==> src/rtl/core/u8dc_pkg.sv <==
// ----------------------------------------------------------------------------
// u8dc_pkg
// Shared types, lead byte classes and the CP1252 C1 table for the decoder.
// ----------------------------------------------------------------------------
package u8dc_pkg;

  typedef struct packed {
    logic [47:0] window_bytes;
    logic [2:0]  bytes_present;
  } in_t;

  typedef struct packed {
    logic [30:0] code_point;
    logic [2:0]  bytes_used;
    logic        fell_back;
  } out_t;

  // Lead byte classes; for a good lead the sequence length is class + 1
  localparam logic [2:0] CLS_ASCII = 3'd0;
  localparam logic [2:0] CLS_TWO   = 3'd1;
  localparam logic [2:0] CLS_THREE = 3'd2;
  localparam logic [2:0] CLS_FOUR  = 3'd3;
  localparam logic [2:0] CLS_FIVE  = 3'd4;
  localparam logic [2:0] CLS_SIX   = 3'd5;
  localparam logic [2:0] CLS_BAD   = 3'd6;

  // Stage one result for one window
  typedef struct packed {
    logic [2:0] lead_cls;
    logic       cont_ok;
    logic       pair_tail_ok;
  } cls_t;

  function automatic logic [15:0] cp1252_c1(input logic [4:0] idx);
    logic [15:0] r;
    case (idx)
      5'd0:  r = 16'h20AC;  5'd1:  r = 16'h278A;  5'd2:  r = 16'h201A;
      5'd3:  r = 16'h0192;  5'd4:  r = 16'h201E;  5'd5:  r = 16'h2026;
      5'd6:  r = 16'h2020;  5'd7:  r = 16'h2021;  5'd8:  r = 16'h02C6;
      5'd9:  r = 16'h2030;  5'd10: r = 16'h0160;  5'd11: r = 16'h2039;
      5'd12: r = 16'h0152;  5'd13: r = 16'h278B;  5'd14: r = 16'h017D;
      5'd15: r = 16'h278C;  5'd16: r = 16'h278D;  5'd17: r = 16'h2018;
      5'd18: r = 16'h2019;  5'd19: r = 16'h201C;  5'd20: r = 16'h201D;
      5'd21: r = 16'h2022;  5'd22: r = 16'h2013;  5'd23: r = 16'h2014;
      5'd24: r = 16'h02DC;  5'd25: r = 16'h2122;  5'd26: r = 16'h0161;
      5'd27: r = 16'h203A;  5'd28: r = 16'h0153;  5'd29: r = 16'h278E;
      5'd30: r = 16'h017E;  default: r = 16'h0178;
    endcase
    return r;
  endfunction

endpackage

==> src/rtl/core/u8dc_classify.sv <==
// ----------------------------------------------------------------------------
// u8dc_classify
// Lead byte class, continuation checks and CESU-8 low half check of a window.
// ----------------------------------------------------------------------------
module u8dc_classify
  import u8dc_pkg::*;
(
  input  in_t  win,
  output cls_t cls
);

  logic [7:0] b0;
  logic [2:0] pres_eff;
  logic [5:1] cont;
  logic [5:1] need;
  logic [2:0] lead_cls;

  always_comb begin
    b0       = win.window_bytes[7:0];
    pres_eff = (win.bytes_present == 3'd7) ? 3'd6 : win.bytes_present;
    for (int i = 1; i < 6; i++) begin
      cont[i] = (i < int'(pres_eff)) && (win.window_bytes[8*i+6 +: 2] == 2'b10);
    end

    if (b0 < 8'h80)      lead_cls = CLS_ASCII;
    else if (b0 < 8'hC2) lead_cls = CLS_BAD;
    else if (b0 < 8'hE0) lead_cls = CLS_TWO;
    else if (b0 < 8'hF0) lead_cls = CLS_THREE;
    else if (b0 < 8'hF8) lead_cls = CLS_FOUR;
    else if (b0 < 8'hFC) lead_cls = CLS_FIVE;
    else if (b0 < 8'hFE) lead_cls = CLS_SIX;
    else                 lead_cls = CLS_BAD;

    unique case (lead_cls)
      CLS_TWO:   need = 5'b00001;
      CLS_THREE: need = 5'b00011;
      CLS_FOUR:  need = 5'b00111;
      CLS_FIVE:  need = 5'b01111;
      CLS_SIX:   need = 5'b11111;
      default:   need = 5'b00000;
    endcase

    cls.lead_cls     = lead_cls;
    cls.cont_ok      = &(cont[5:1] | ~need);
    // low surrogate ED B0..BF xx in bytes 3..5
    cls.pair_tail_ok = (win.window_bytes[31:24] == 8'hED) && cont[4] && cont[5]
                       && (win.window_bytes[39:36] == 4'hB);
  end

endmodule

==> src/rtl/core/utf8_decoder_cp1252_fallback_top.sv <==
// ----------------------------------------------------------------------------
// utf8_decoder_cp1252_fallback_top
// Four stage UTF-8 character decoder with Latin-1 / CP1252 fallback.
// ----------------------------------------------------------------------------
// Usage:
//   Input beat: a six-byte window starting at a character boundary plus the
//   count of real bytes in it. Output beat: the first character's code point,
//   the bytes it consumed and a flag set when the first byte was taken as
//   Latin-1. The caller advances its stream by bytes_used.
//   cfg_wr_en/cfg_wr_data write ansi_fix; write it only while the block is
//   empty.
//   An accepted input beat reaches out_valid through classify, assemble,
//   validate and CP1252 map, the last into the output register.
//   Throughput: one beat per cycle unless stalled; each stage holds one beat
//   and the stages are set by the byte classify, field assemble and map logic.
//   Reset (synchronous, rst_n low) empties the pipeline and clears ansi_fix.
//   When out_stall holds, the output beat holds and stages behind it fill
//   their bubbles; in_stall rises only once every stage is occupied.
// ----------------------------------------------------------------------------
module utf8_decoder_cp1252_fallback_top
  import u8dc_pkg::*;
(
  input  logic clk,
  input  logic rst_n,
  input  logic cfg_wr_en,
  input  logic cfg_wr_data,
  input  logic in_valid,
  output logic in_stall,
  input  in_t  in_data,
  output logic out_valid,
  input  logic out_stall,
  output out_t out_data
);

  logic ansi_fix_r;

  // stage 1
  logic        s1_valid_r;
  logic [47:0] s1_win_r;
  cls_t        s1_cls_r;
  cls_t        cls_nxt;
  // stage 2
  logic        s2_valid_r;
  logic [30:0] s2_val_r;
  logic        s2_seq_ok_r;
  logic [2:0]  s2_cls_r;
  logic        s2_pair_ok_r;
  logic [7:0]  s2_b0_r;
  logic [9:0]  s2_w10_r;
  logic [30:0] val_nxt;
  logic        ovl_nxt;
  // stage 3
  logic        s3_valid_r;
  logic [30:0] s3_code_r;
  logic [2:0]  s3_len_r;
  logic        s3_fell_r;
  logic [30:0] code_nxt;
  logic [2:0]  len_nxt;
  logic        ok_nxt;
  logic        hi_sur;
  logic        lo_sur;
  logic [20:0] pair_sum;
  // stage 4
  logic        out_valid_r;
  out_t        out_data_r;
  out_t        out_nxt;
  logic        go1, go2, go3, go4;

  // a stage takes a beat when it is empty or its beat moves on
  assign go4      = !out_valid_r || !out_stall;
  assign go3      = !s3_valid_r || go4;
  assign go2      = !s2_valid_r || go3;
  assign go1      = !s1_valid_r || go2;
  assign in_stall = !go1;

  always_ff @(posedge clk) begin
    if (!rst_n) begin
      ansi_fix_r <= 1'b0;
    end else if (cfg_wr_en) begin
      ansi_fix_r <= cfg_wr_data;
    end
  end

  u8dc_classify u_classify (
    .win (in_data),
    .cls (cls_nxt)
  );

  // assemble the sequence value and check for overlong forms
  always_comb begin
    val_nxt = 31'd0;
    ovl_nxt = 1'b0;
    unique case (s1_cls_r.lead_cls)
      CLS_TWO: begin
        val_nxt = 31'({s1_win_r[4:0], s1_win_r[13:8]});
      end
      CLS_THREE: begin
        val_nxt = 31'({s1_win_r[3:0], s1_win_r[13:8], s1_win_r[21:16]});
        ovl_nxt = (val_nxt[15:11] == 5'd0);
      end
      CLS_FOUR: begin
        val_nxt = 31'({s1_win_r[2:0], s1_win_r[13:8], s1_win_r[21:16],
                       s1_win_r[29:24]});
        ovl_nxt = (val_nxt[20:16] == 5'd0);
      end
      CLS_FIVE: begin
        val_nxt = 31'({s1_win_r[1:0], s1_win_r[13:8], s1_win_r[21:16],
                       s1_win_r[29:24], s1_win_r[37:32]});
        ovl_nxt = (val_nxt[25:21] == 5'd0);
      end
      CLS_SIX: begin
        val_nxt = {s1_win_r[0], s1_win_r[13:8], s1_win_r[21:16],
                   s1_win_r[29:24], s1_win_r[37:32], s1_win_r[45:40]};
        ovl_nxt = (val_nxt[30:26] == 5'd0);
      end
      default: begin
        val_nxt = 31'(s1_win_r[7:0]);
      end
    endcase
  end

  // surrogate and noncharacter checks, pair combine, fallback select
  always_comb begin
    hi_sur   = (s2_cls_r == CLS_THREE) && (s2_val_r[15:10] == 6'b110110);
    lo_sur   = (s2_cls_r == CLS_THREE) && (s2_val_r[15:10] == 6'b110111);
    pair_sum = 21'h10000 + 21'({s2_val_r[9:0], s2_w10_r});
    ok_nxt   = s2_seq_ok_r && !lo_sur && !(hi_sur && !s2_pair_ok_r)
               && (s2_val_r != 31'h0000FFFE) && (s2_val_r != 31'h0000FFFF);
    if (!ok_nxt) begin
      code_nxt = 31'(s2_b0_r);
      len_nxt  = 3'd1;
    end else if (hi_sur) begin
      code_nxt = 31'(pair_sum);
      len_nxt  = 3'd6;
    end else begin
      code_nxt = s2_val_r;
      len_nxt  = s2_cls_r + 3'd1;
    end
  end

  // C1 range maps through CP1252 on fallback, or always with ansi_fix
  always_comb begin
    out_nxt.code_point = s3_code_r;
    out_nxt.bytes_used = s3_len_r;
    out_nxt.fell_back  = s3_fell_r;
    if ((s3_code_r[30:5] == 26'h4) && (s3_fell_r || ansi_fix_r)) begin
      out_nxt.code_point = 31'(cp1252_c1(s3_code_r[4:0]));
    end
  end

  always_ff @(posedge clk) begin
    if (!rst_n) begin
      s1_valid_r  <= 1'b0;
      s2_valid_r  <= 1'b0;
      s3_valid_r  <= 1'b0;
      out_valid_r <= 1'b0;
    end else begin
      if (go1) s1_valid_r  <= in_valid;
      if (go2) s2_valid_r  <= s1_valid_r;
      if (go3) s3_valid_r  <= s2_valid_r;
      if (go4) out_valid_r <= s3_valid_r;
    end
  end

  always_ff @(posedge clk) begin
    if (go1) begin
      s1_win_r <= in_data.window_bytes;
      s1_cls_r <= cls_nxt;
    end
    if (go2) begin
      s2_val_r     <= val_nxt;
      s2_seq_ok_r  <= (s1_cls_r.lead_cls != CLS_BAD) && s1_cls_r.cont_ok && !ovl_nxt;
      s2_cls_r     <= s1_cls_r.lead_cls;
      s2_pair_ok_r <= s1_cls_r.pair_tail_ok;
      s2_b0_r      <= s1_win_r[7:0];
      s2_w10_r     <= {s1_win_r[35:32], s1_win_r[45:40]};
    end
    if (go3) begin
      s3_code_r <= code_nxt;
      s3_len_r  <= len_nxt;
      s3_fell_r <= !ok_nxt;
    end
    if (go4) begin
      out_data_r <= out_nxt;
    end
  end

  assign out_valid = out_valid_r;
  assign out_data  = out_data_r;

endmodule

==> config.mk <==
export PLATFORM = sky130hd
export DESIGN_NAME = utf8_decoder_cp1252_fallback_top
export DESIGN_NICKNAME = d
export VERILOG_FILES = /design/src/rtl/core/u8dc_pkg.sv /design/src/rtl/core/u8dc_classify.sv /design/src/rtl/core/utf8_decoder_cp1252_fallback_top.sv
export SDC_FILE = /design/constraint.sdc
export NUM_CORES = 1
export LEC_CHECK = 0
export ABC_AREA = 0
export BUFFER_PORTS_ARGS = -buffer_cell sky130_fd_sc_hd__buf_2
export CORE_UTILIZATION = 50
export CTS_CLUSTER_SIZE = 8
export DETAILED_ROUTE_END_ITERATION = 8
export PLACE_DENSITY = 0.75
export SKIP_LAST_GASP = 1
export SLEW_MARGIN = 20
export SYNTH_ARGS = -nofsm -noshare
export SYNTH_HDL_FRONTEND = slang
export SYNTH_SLANG_ARGS = --single-unit
==> constraint.sdc <==
create_clock -name clk -period 3.4 [get_ports clk]
set_clock_uncertainty 0.1 [all_clocks]
set_input_delay 0.17 -clock clk [delete_from_list [all_inputs] [get_ports clk]]
set_output_delay 0.17 -clock clk [all_outputs]
set_load 0.02 [all_outputs]
* Word-level counts from Yosys, hierarchy flattened
Memory sizes are Yosys's and may differ from the RTL's. A register that Yosys moved wholly into a read port is not among the register bits. Index checks and enable logic that the tools add are counted. Widths: inputs -> output; s select.
Word-level totals: flip-flop bits (word level) 180, bits in read-only memories 384, input port bits 57, logic and storage cells 123, memories 1
Operators by class: add/sub/neg operators 2, $lt $le $gt $ge 12, equality and inequality tests 25, multiplexer cells 16, bitwise operators 3, reduce and logical (&&, ||, !) cells 40
Memories:
- (name not given) | words 32, width 12, rd ports 1, clocked after Yosys merged registers in 1, wr ports 0, line u8dc_pkg.sv:36 | case (idx)
Operators by type and width (number):
- $pmux 31 s5 | 1
- $ne 31x16->1 const B | 2
- $lt 8x8->1 const B | 7
- $eq 26x3->1 const B | 1
- $pmux 5 s5 | 1
- $mux 3 | 8
- $add 17x20->21 const A | 1
- $mux 21 | 1
- $logic_not 5->1 | 4
- $logic_and 1x1->1 | 18
- $mux 16 | 1
- $eq 3x2->1 const B | 5
- $eq 3x3->1 const B | 5
- $eq 6x6->1 const B | 2
- $logic_not 1->1 | 11
- $eq 2x2->1 const B | 5
- $eq 8x8->1 const B | 1
- $mux 8 | 1
- $eq 3x1->1 const B | 2
- $lt 2x3->1 const A | 2
- $lt 3x3->1 const A | 2
- $logic_or 1x1->1 | 5
- $mux 5 | 1
- $not 5->5 | 1
- other kinds (10) | 10

* Logic depth before layout (Yosys ltp)
word-level depth 13, mapped depth 14, gate-level depth less buffers 13

* Cells and area by module
From an unflattened synthesis, not the netlist that was laid out.
Unflattened totals: cell total of the unflattened synthesis 633, area, all modules 8224.1 sq um
Modules (own cells, without submodules):
- utf8_decoder_cp1252_fallback_top | times used 1, cells each 599, area each 7977.7 sq um
- u8dc_classify | times used 1, cells each 34, area each 246.5 sq um

* Worst setup path before layout
Ideal clock, no wire load.
path kind reg2reg, start register s2_cls_r[0], end register with a tool-made name, setup time 0.092 ns, data arrival time 3.206 ns, data required time 3.208 ns, slack 0.001 ns, cell stages (with the launch flop) 14, path buffers 1, path through edfxtp_1 inv_1 ha_1 or4b_4 nor2_1 mux2_2 mux2_2 a21oi_1 ha_1 buf_1 nand2_1 nand4b_1 and3b_1 o32ai_1
RTL lines:
- start, declared | line utf8_decoder_cp1252_fallback_top.sv:46 | logic [2:0] s2_cls_r;
- start signal, assigned | line utf8_decoder_cp1252_fallback_top.sv:173 | s2_cls_r <= s1_cls_r.lead_cls;

==> impl_metrics.yaml <==
die:
  io_pins: 94
  die_w_um: 131
  fp.coreArea_mm2: 0.0161
  start_util_pct: 51.8
  die-area_mm2: 0.0172
  row_count: 46
  die_height_um: 131
yosys:
  syn-num-nets: 736
  synth_cell_types: 64
  syn_area_per_cell_um2: 12.5
  synthFlopType: "edfxtp_1"
  synth_edf_count: 167
  async_flop_share_pct: 0
  synth_area_leaders: "edfxtp_1 (60%), dfxtp_1 (4.1%), a21oi_1 (3.6%), mux2i_1 (3.6%), nand2_1 (1.8%)"
  yosysSeqAreaShare_pct: 64.1
  synth_top_area_cell: "edfxtp_1"
  synth_top_area_share_pct: 60.1
  ys_ff_latch: 184
  yosysWarningCount: 0
  syn-cell-area_mm2: 0.00835
  syn_inst: 668
routing:
  ant_nets: 0
  drc: 0
  wirelength_um: 20100
  via_per_inst: 5.75
  drtIter0Drc: 551
  firstDrtPassIters: 5
  wl_per_cell_um: 19.3
  vias: 5973
power_and_ir_drop:
  switchingPower_mw: 1.48
  seqPwrFrac_pct: 50.7
  power.clock.fraction_pct: 32.9
  p_leak_nw: 4.14
  powerDensity_mw_per_mm2: 550
  pwr-share-comb_pct: 16.4
  p_int_mw: 4.12
  swShare_pct: 26.4
  vdd_ir_drop_max_mv: 0.349
critical_path:
  cp-end-kind: "flip-flop"
  critPathLaunchType: "flip-flop"
  cp_data_arrival_time_ns: 3.53
  crit_fanout: 7
  worstPathRequired_ns: 3.66
  crit_type: "flip-flop to flip-flop"
global_routing:
  antenna_found_initial: 0
  grt_pass1_vias: 5838
  grt_start_max_net_pins: 55
  grt_pass1_wl_um: 30900
  grt.overflow.total: 0
  grtUsageTotal_pct: 23.5
clock_tree:
  insertion_delay_ns: 0.43
  cts_max_path_buffers: 2
  htreeDepth: 4
  cts_tree: "built"
  root_buffer: "clkbuf_16"
  clk_pin_slew_ns: 0.07
  cts_buffers: 17
  cts.sinks: 184
cells_and_area:
  layout-drive-gt1-share_pct: 23.3
  stdcell_count: 1039
  syn2layout_area_growth_pct: 22.1
  antennaDiodeCount: 0
  final_cell_area_mm2: 0.0102
  nets: 878
placed_design:
  dpl-instance-area_mm2: 0.00914
  dp_cells: 958
  gp_congestion: 0.919
  dp_hpwl_um: 14200
  dp_worst_setup_slack_ns: 0.0970
  io_buffers: 93
timing:
  drv_slew: 0
  slew_headroom_pct: 51.9
  timing.final.crit_period_ns: 3.27
  fin_ws_ns: 0.128
  worstMarginPinSlew_ns: 0.721
  hold_viol: 0
  setup-violations-final: 0
  whs_ns: 0.0321
  fmax_mhz: 306
  finalCritPeriodShare_pct: 96.2
min_path:
  hp-class: "primary input to flip-flop"
job:
  drv_cap: 0
status:
  status: "finished, final reports clean"
==> per-stage QoR <==
stage	setup TNS (ns)	total power [mW]	utilization [%]
after detailed placement	0	3.73	56.7
after global routing	-0.0204	5.80	63.2
after floorplan	0	3.39	-
final	0	5.60	63.2
after CTS	0	5.59	62.9
after global placement	0	3.73	56.7
==> per-layer routing <==
metal	vias to the layer above	global-route usage [%]	wire length, µm
li1	2813	-	-
met1	2875	27.6	8260
met2	233	41.1	10100
met3	52	4.75	828
met4	0	11.5	848
met5	-	0	0
==> sequential cells by signal, indices dropped and copies added (netlist names), 3 cells and up, named ones only <==
| signal | flops |
|---|---|
| s2_w10_r | 10 |
| out_data | 35 |
| s3_len_r | 3 |
| s2_val_r | 31 |
| s2_b0_r | 8 |
| s1_cls_r | 5 |
| s3_code_r | 31 |
| s2_cls_r | 3 |
| s1_win_r | 38 |
==> final timing paths <==
check | startpoint | endpoint | slack, ns | cells past startpoint
setup / recovery | s2_cls_r[0] | flip-flop | 0.13 | 14
hold / removal | in_data[33] | s1_cls_r[0] | 0.03 | 3
setup reg to reg | s2_cls_r[0] | flip-flop | 0.13 | 14
hold reg to reg | s3_len_r[0] | out_data[1] | 0.32 | 0
==> cell families after synthesis <==
logic type	synth area share [%]
and+or+nand+nor	11.0
AOI/OAI and AO/OA	13.3
muxes	5.77
DFF	64.1
buffers and inverters	3.79
adders and majority gates	1.65
xor gates and xnor gates	0.315
==> area by class of cell <==
cell class                 count  area [µm²]
fill                        1249        5920
tap                          216         270
clock inverter                14         123
inverter                      24        90.1
timing repair buffer         176        1210
sequential                   184        5360
clock buffer                  18         429
multi-input combinational    407        2710
==> critical path, cell delays in order, from the launching register on <==
cell and delay [ns]:
edfxtp_1 0.41, inv_2 0.08, ha_2 0.17, or4b_4 0.50, nor2_4 0.12, mux2_2 0.34, mux2_2 0.29, a21oi_1 0.15
buf_4 0.17, inv_1 0.08, buf_4 0.14, ha_1 0.22, nor3_2 0.21, a211oi_2 0.06, o22ai_1 0.17
==> layout by cell type (no fill, tap or decap), types with 8 or more instances in the layout <==
| cell | Yosys | layout |
|---|---|---|
| mux2i_1 | 30 | 30 |
| nand3_1 | 12 | 11 |
| nand2b_1 | 9 | 9 |
| nor4_1 | 10 | 10 |
| nor3_1 | 9 | 8 |
| mux2_2 | 11 | 11 |
| nand4_1 | 8 | 8 |
| ha_1 | 11 | 9 |
| dfxtp_1 | 17 | 17 |
| o21ai_0 | 24 | 24 |
| buf_2 | 4 | 93 |
| buf_4 | 2 | 38 |
| and2_1 | 19 | 19 |
| edfxtp_1 | 167 | 167 |
| a21o_1 | 11 | 11 |
| clkbuf_16 | 0 | 17 |
| o22ai_1 | 18 | 18 |
| nor2_1 | 40 | 39 |
| dlygate4sd3_1 | 0 | 44 |
| nand2_1 | 40 | 39 |
| a21oi_1 | 60 | 60 |
| inv_1 | 22 | 20 |
==> synthesized netlist by cell type, types with 7 or more instances <==
cell type / instances
dfxtp_1: 17
o22ai_1: 18
nor3_1: 9
mux2i_1: 30
clkbuf_1: 39
nor2_1: 40
nor4_1: 10
a21oi_1: 60
nand4_1: 8
nor2b_1: 7
nand2_1: 40
a21o_1: 11
inv_1: 22
nand3_1: 12
a31oi_1: 7
ha_1: 11
o21ai_0: 24
edfxtp_1: 167
and2_1: 19
nand2b_1: 9
mux2_2: 11
==> what timing repair did <==
item,4_1_cts,5_1_grt
hold endpoints to repair,43,0
hold buffers,44,0
resized for setup,0,8
setup buffers,0,5
endpoints found under the setup margin,0,10
==> power by group through the flow <==
stage / sequential (mW) / combinational [mW] / clock [mW]
finish: 2.84 / 0.918 / 1.85
floorplan: 2.88 / 0.515 / 0
detailed placement: 2.89 / 0.843 / 0
global placement: 2.88 / 0.850 / 0
global route: 2.86 / 0.991 / 1.95
CTS: 2.84 / 0.888 / 1.86
Note: power is estimated with default switching activity, not from simulation.
